$ cat src/hw/rtl/quadrotor_motor_mixer_macros.svh
// assertion macros for the motor mixer
`ifndef QUADROTOR_MOTOR_MIXER_MACROS_SVH
`define QUADROTOR_MOTOR_MIXER_MACROS_SVH

// same-cycle implication, clocked on clk, off during reset
`define QMM_ASSERT_IMP(lbl, ante, cons) \
  lbl: assert property (@(posedge clk) disable iff (rst) (ante) |-> (cons)) \
    else $error("mixer assertion failed");

// next-cycle implication, clocked on clk, off during reset
`define QMM_ASSERT_NXT(lbl, ante, cons) \
  lbl: assert property (@(posedge clk) disable iff (rst) (ante) |=> (cons)) \
    else $error("mixer assertion failed");

`endif

$ cat src/hw/rtl/qmm_pkg.sv
// types, constants and helpers shared by the motor mixer
`default_nettype none
package qmm_pkg;

  localparam int unsigned LANES = 4;
  localparam int unsigned ROOT_SPS_DEFAULT = 2;
  localparam int unsigned ROOT_BITS = 20;
  localparam int unsigned ROOT_IN_W = 2 * ROOT_BITS;
  localparam int unsigned PROD_W = 64;
  localparam int unsigned Q_W = PROD_W - 8;
  localparam int unsigned SUM_W = Q_W + 3;
  localparam int unsigned MUL_W = 16 + ROOT_BITS;
  localparam int unsigned CMD_W = MUL_W + 2;
  localparam int unsigned CFG_ADDR_W = 3;
  localparam int unsigned CFG_DATA_W = 32;

  localparam logic [CFG_ADDR_W-1:0] REG_ARM_GAIN    = 3'd0;
  localparam logic [CFG_ADDR_W-1:0] REG_THRUST_GAIN = 3'd1;
  localparam logic [CFG_ADDR_W-1:0] REG_DRAG_GAIN   = 3'd2;
  localparam logic [CFG_ADDR_W-1:0] REG_MAX_SPEED   = 3'd3;
  localparam logic [CFG_ADDR_W-1:0] REG_CMD_GAIN    = 3'd4;
  localparam logic [CFG_ADDR_W-1:0] REG_CMD_OFFSET  = 3'd5;

  localparam logic [31:0] ARM_GAIN_RST    = 32'd100930458;
  localparam logic [31:0] THRUST_GAIN_RST = 32'd8579088;
  localparam logic [31:0] DRAG_GAIN_RST   = 32'd520325203;
  localparam logic [23:0] MAX_SPEED_RST   = 24'd607720;
  localparam logic [15:0] CMD_GAIN_RST    = 16'd15626;
  localparam logic [15:0] CMD_OFFSET_RST  = 16'd6623;

  localparam logic [7:0] CMD_MAX = 8'd200;

  // per lane: arm term from roll (else pitch), negated arm, negated yaw
  localparam logic [LANES-1:0] LANE_USE_ROLL = 4'b1010;
  localparam logic [LANES-1:0] LANE_NEG_ARM  = 4'b0110;
  localparam logic [LANES-1:0] LANE_NEG_YAW  = 4'b0101;

  typedef struct packed {
    logic signed [31:0] roll_torque;
    logic signed [31:0] pitch_torque;
    logic signed [31:0] yaw_torque;
    logic signed [31:0] total_thrust;
  } mixer_in_t;

  typedef struct packed {
    logic [7:0] motor_slot0;
    logic [7:0] motor_slot1;
    logic [7:0] motor_slot2;
    logic [7:0] motor_slot3;
  } mixer_out_t;

  typedef struct packed {
    logic [31:0] arm_mix_gain;
    logic [31:0] thrust_mix_gain;
    logic [31:0] drag_mix_gain;
    logic [23:0] max_speed_sq;
    logic [15:0] cmd_gain;
    logic [15:0] cmd_offset;
  } cfg_t;

  // floored products: value in q16, plus for roll, pitch and yaw a flag for a nonzero dropped fraction
  typedef struct packed {
    logic signed [Q_W-1:0] roll_q;
    logic                  roll_f;
    logic signed [Q_W-1:0] pitch_q;
    logic                  pitch_f;
    logic signed [Q_W-1:0] yaw_q;
    logic                  yaw_f;
    logic signed [Q_W-1:0] thr_q;
  } front_t;

  typedef struct packed {
    logic [ROOT_IN_W-1:0] rem;
    logic [ROOT_IN_W-1:0] root;
  } root_t;

  // one step of the bitwise integer square root
  function automatic root_t root_step(input root_t s, input int unsigned j);
    logic [ROOT_IN_W-1:0] b;
    logic [ROOT_IN_W:0]   t;
    root_t                o;
    b = ROOT_IN_W'(1) << (ROOT_IN_W - 2 - 2 * j);
    t = {1'b0, s.root} + {1'b0, b};
    if ({1'b0, s.rem} >= t) begin
      o.rem  = s.rem - t[ROOT_IN_W-1:0];
      o.root = (s.root >> 1) + b;
    end else begin
      o.rem  = s.rem;
      o.root = s.root >> 1;
    end
    return o;
  endfunction

endpackage
`default_nettype wire

$ cat src/hw/rtl/qmm_lane.sv
// one mixer lane: sum, clamp, pipelined square root, command map
`default_nettype none
module qmm_lane #(
  parameter int unsigned LANE = 0,
  parameter int unsigned ROOT_STEPS_PER_STAGE = qmm_pkg::ROOT_SPS_DEFAULT,
  localparam int unsigned RS = qmm_pkg::ROOT_BITS / ROOT_STEPS_PER_STAGE,
  localparam int unsigned LANE_STAGES = 3 + RS
) (
  input  wire logic                               clk,
  input  wire logic [LANE_STAGES-1:0]             en,
  input  wire qmm_pkg::cfg_t                      cfg,
  input  wire logic signed [qmm_pkg::Q_W-1:0]     arm_q,
  input  wire logic                               arm_f,
  input  wire logic signed [qmm_pkg::Q_W-1:0]     yaw_q,
  input  wire logic                               yaw_f,
  input  wire logic signed [qmm_pkg::Q_W-1:0]     thr_q,
  output logic [7:0]                              cmd
);
  import qmm_pkg::*;

  localparam logic [7:0] CMD_LOW = (LANE == LANES - 1) ? 8'd0 : 8'd1;
  localparam logic signed [CMD_W-1:0] C_ONE = CMD_W'(1) << 24;
  localparam logic signed [CMD_W-1:0] C_MAX = CMD_W'(CMD_MAX) << 24;

  logic signed [SUM_W-1:0] arm_t;
  logic signed [SUM_W-1:0] yaw_t;
  logic signed [SUM_W-1:0] sum;
  logic [ROOT_IN_W-1:0]    lim;
  root_t                   rs [0:RS];
  logic [MUL_W-1:0]        prod;
  logic signed [CMD_W-1:0] c;

  // floor of the negated product is minus floor minus one when bits dropped
  always_comb begin
    if (LANE_NEG_ARM[LANE]) begin
      arm_t = -SUM_W'(arm_q) - SUM_W'({1'b0, arm_f});
    end else begin
      arm_t = SUM_W'(arm_q);
    end
    if (LANE_NEG_YAW[LANE]) begin
      yaw_t = -SUM_W'(yaw_q) - SUM_W'({1'b0, yaw_f});
    end else begin
      yaw_t = SUM_W'(yaw_q);
    end
  end

  always_ff @(posedge clk) begin
    if (en[0]) begin
      sum <= arm_t + yaw_t + SUM_W'(thr_q);
    end
  end

  assign lim = {cfg.max_speed_sq, 16'd0};

  always_ff @(posedge clk) begin
    if (en[1]) begin
      rs[0].root <= '0;
      if (sum[SUM_W-1]) begin
        rs[0].rem <= '0;
      end else if (sum > $signed({{(SUM_W-ROOT_IN_W){1'b0}}, lim})) begin
        rs[0].rem <= lim;
      end else begin
        rs[0].rem <= sum[ROOT_IN_W-1:0];
      end
    end
  end

  for (genvar k = 0; k < RS; k++) begin : g_root
    root_t st;
    always_comb begin
      st = rs[k];
      for (int unsigned j = 0; j < ROOT_STEPS_PER_STAGE; j++) begin
        st = root_step(st, k * ROOT_STEPS_PER_STAGE + j);
      end
    end
    always_ff @(posedge clk) begin
      if (en[2+k]) begin
        rs[k+1] <= st;
      end
    end
  end

  always_ff @(posedge clk) begin
    if (en[2+RS]) begin
      prod <= cfg.cmd_gain * rs[RS].root[ROOT_BITS-1:0];
    end
  end

  assign c = $signed({2'b00, prod}) - $signed(CMD_W'({cfg.cmd_offset, 16'd0}));

  always_comb begin
    if (c < C_ONE) begin
      cmd = CMD_LOW;
    end else if (c > C_MAX) begin
      cmd = CMD_MAX;
    end else begin
      cmd = c[31:24];
    end
  end

endmodule
`default_nettype wire

$ cat config.mk
export PLATFORM = sky130hd
export DESIGN_NAME = qmm_lane
export DESIGN_NICKNAME = d
export VERILOG_FILES = /design/src/hw/rtl/quadrotor_motor_mixer_macros.svh /design/src/hw/rtl/qmm_pkg.sv /design/src/hw/rtl/qmm_lane.sv
export SDC_FILE = /design/constraint.sdc
export NUM_CORES = 2
export LEC_CHECK = 0
export ABC_AREA = 1
export BUFFER_PORTS_ARGS = -buffer_cell sky130_fd_sc_hd__buf_2
export CORE_AREA = 2 2 279 391
export CTS_BUF_LIST = sky130_fd_sc_hd__clkbuf_16
export DETAILED_ROUTE_END_ITERATION = 12
export DIE_AREA = 0 0 281 393
export GPL_TIMING_DRIVEN = 0
export PLACE_DENSITY = 0.85
export SLEW_MARGIN = 5
export SYNTH_ARGS = -nofsm -noshare
export SYNTH_HDL_FRONTEND = slang
export SYNTH_SLANG_ARGS = --single-unit
$ cat constraint.sdc
create_clock -name clk -period 11.8 [get_ports clk]
set_clock_uncertainty 0.05 [all_clocks]
set_input_delay 2.36 -clock clk [delete_from_list [all_inputs] [get_ports clk]]
set_output_delay 2.36 -clock clk [all_outputs]
set_load 0.01 [all_outputs]
==> impl_metrics.yaml <==
sta:
  period_share_pct: 69.7
  final_max_slew_viol_count: 0
  setup_viol: 0
  setup-tns-final_ns: 0
  finalCriticalPeriod_ns: 8.23
  maxSlewHeadroom_pct: 11.5
  rsz0062_at_grt: "no"
  worst_slack_ns: 3.57
  timing.final.hold_violations: 0
  tightest_slew_ns: 1.33
  fmax_mhz: 122
floorplan:
  die_x_um: 281
  die_area_um2: 110000
  core.rowCount: 142
  ioPinCount: 344
  initial_utilization_pct: 54.7
  core_area_um2: 107000
  die_h_um: 393
pwr:
  switching_power_mw: 7.56
  cellInternalPower_mw: 7.72
  pwr-share-comb_pct: 64.3
  p_leak_nw: 30.4
  swShare_pct: 49.5
  clkPwrFrac_pct: 12.3
  vdd_drop_max_v: 0.000427
  seq_power_share_pct: 23.4
  power_density_nw_per_um2: 241
synthesis:
  synth_top_area_cell: "edfxtp_1"
  ys_seq_elements: 605
  synth_area_leaders: "edfxtp_1 31%, nand2_1 12%, ha_1 11%, fa_1 11%, inv_1 8.8%"
  synth_area_um2: 58400
  synth_nets: 8659
  synth_most_common_cell: "nand2_1"
  syn_avg_cell_area_um2: 7.76
  yosysTopAreaCellShare_pct: 31.1
  synth_edf_count: 605
  syn_inst: 7520
  synth_common_cells: "1839 x nand2_1, 1374 x inv_1, 660 x nor2_1"
  yosys_warnings: 0
  ys_seq_area_share_pct: 31.1
  ys.flop_type: "edfxtp_1"
  synth_cell_type_count: 60
  async_flop_share_pct: 0
hold_path:
  hold_end: "rs[1][56]"
  min_from: "rs[0][56]"
  worstHoldPathCells: 0
  min_path_type: "flop to flop"
routing:
  drt.antenna.violating_nets: 0
  drt_wl_total_um: 169000
  vias_per_cell: 5.51
  route.detailed.drc: 0
  num_vias: 51300
  first_pass_iters: 9
  post_drt_wl_per_cell_um: 18.2
  drt-initial-drc-count: 3220
setup_path:
  r2r_cells: 23
  crit_arrival_ns: 8.60
  cp-end-kind: "flop"
  rrSetupSlack_ns: 4.50
  worstPathRequired_ns: 12.17
  reg2reg_to: "prod[33]"
  cp-start-kind: "input port"
  critPathKind: "input port to flop"
  r2r-start: "rs[10][4]"
  crit_fanout: 10
global_route:
  grt_pass1_vias: 51300
  grt_overflow: 0
  grt_pass1_wl_um: 264000
  grt-busiest-layer: "met2"
  antenna_found_initial: 5
  grt.met3_usage_pct: 3.59
  grt_usage_pct: 30.5
  globalRouteMet2Util_pct: 58.5
  grtUsageMet1_pct: 30.6
  grt_max_degree: 60
clocking:
  ctsRootBufferMaster: "clkbuf_16"
  clock_path_buffers: 3
  cts_resized: 0
  h-tree-depth: 2
  numCtsBuffers: 59
  post-cts-setup-buffers: 0
  clk_pin_slew_worst_paths_ns: 0.06
  cts_tree: "done"
  clk_latency_ns: 0.68
  clkSinkCount: 605
  cts.hold.buffers_added: 0
placement:
  dp_slack_ns: 2.96
  post-dp-hpwl_um: 143000
  routabilityCongestion: 1.01
  portBuffers: 230
outcome:
  status: "finished, final reports clean"
run:
  max_cap_violations: 0
finish:
  areaGrowthSynthToFinish_pct: 8.41
  nFillCells: 9564
  drive_gt1_share_pct: 6.16
  finalNetCount: 8951
-- how the worst max path moves through the flow --
| stage | startpoint | to | slack [ns] | depth (start not counted) |
|---|---|---|---|---|
| 2_1_floorplan | cfg[31] | prod[33] | 3.86 | 22 |
| 4_1_cts | cfg[19] | prod[33] | 3.69 | 22 |
| 3_3_place_gp | cfg[19] | prod[33] | 3.06 | 22 |
| 5_1_grt | cfg[19] | prod[33] | 3.31 | 22 |
| 6_report | cfg[18] | prod[33] | 3.57 | 22 |
| 3_5_place_dp | cfg[19] | prod[33] | 2.96 | 22 |
-- per-stage QoR --
stage	cells	hold slack [ns]	total power, mW	utilization [%]	instance area (µm²)
2_1_floorplan	7520	0.367	10.6	-	58400
3_3_place_gp	9190	0.375	13.1	57.4	61300
4_1_cts	9299	0.364	15.2	59.3	63300
6_report	9300	0.369	15.3	59.3	63300
5_1_grt	9300	0.396	16.6	59.3	63300
3_5_place_dp	9191	0.376	13.3	57.4	61300
-- cells by family (layout without fill, tap and decap cells) --
| kind of cell | Yosys count | after routing | synth area share [%] |
|---|---|---|---|
| multiplexers | 3 | 3 | 0.0557 |
| other | 0 | 1 | 0 |
| buffers and inverters | 1524 | 1863 | 10.0 |
| AND/OR/NAND/NOR | 3305 | 3305 | 23.9 |
| AO/OA/AOI/OAI | 973 | 973 | 9.10 |
| adder cells (fa/ha/maj) | 803 | 803 | 21.2 |
| XOR/XNOR | 307 | 307 | 4.61 |
| flip-flops | 605 | 605 | 31.1 |
-- worst max-delay path, cell delays in order --
cell      delay, ns
clkbuf_1       0.55
nand2_1        0.17
fa_1           0.64
fa_1           0.49
fa_1           0.53
inv_1          0.05
fa_1           0.49
fa_1           0.56
inv_1          0.06
fa_1           0.59
inv_1          0.06
ha_1           0.36
nand2_1        0.12
nor4_1         0.37
a21oi_1        0.16
o21ai_0        0.42
nand2_1        0.09
nand2_1        0.11
nand2_1        0.06
nand2_1        0.10
a21oi_1        0.09
xor2_1         0.15
-- placed cells by master (no fill, tap or decap), drive strengths merged, types with 23 or more instances in the layout --
cell type and count:
nor2 682, ha 495, clkinv 26, or2 26
nand2 1861, fa 308, clkbuf 150, nor4 74
inv 1411, o21ai 398, xor2 180, o21a 23
a21oi 425, edfxtp 605, nand3 406, nand4 104
a31oi 32, nor3 108, xnor2 127, buf 266
nand3b 23
-- metal layers --
metal  vias to the layer above  part of all wire (%)
met5                         -                 0.035
met3                       650                   4.5
met4                         8                   7.8
met2                      1759                    53
met1                     23900                    34
li1                      25000                     -
-- sequential cells by signal (all words and copies together) (netlist names) --
| register | flops |
|---|---|
| rs | 510 |
| sum | 59 |
| prod | 36 |
-- power by group through the flow --
stage / sequential [mW] / combinational [mW] / clock [mW]
CTS: 3.57 / 9.74 / 1.91
finish: 3.58 / 9.82 / 1.88
detailed placement: 3.61 / 9.67 / 0
floorplan: 3.45 / 7.12 / 0
global route: 3.61 / 11.0 / 1.98
global placement: 3.60 / 9.50 / 0
-- layout make-up --
cell class | instances | area (µm²) | share of cell area (%)
clock inverter | 49 | 457 | 0.722
buffer | 126 | 603 | 0.953
multi-input combinational | 5391 | 34300 | 54.3
antenna | 1 | 2.50 | 0.00395
inverter | 1398 | 5250 | 8.29
clock buffer | 59 | 1480 | 2.33
tap | 1440 | 1800 | 2.85
sequential | 605 | 18200 | 28.7
timing repair buffer | 231 | 1170 | 1.85
Note: power is estimated with default switching activity, not from simulation.
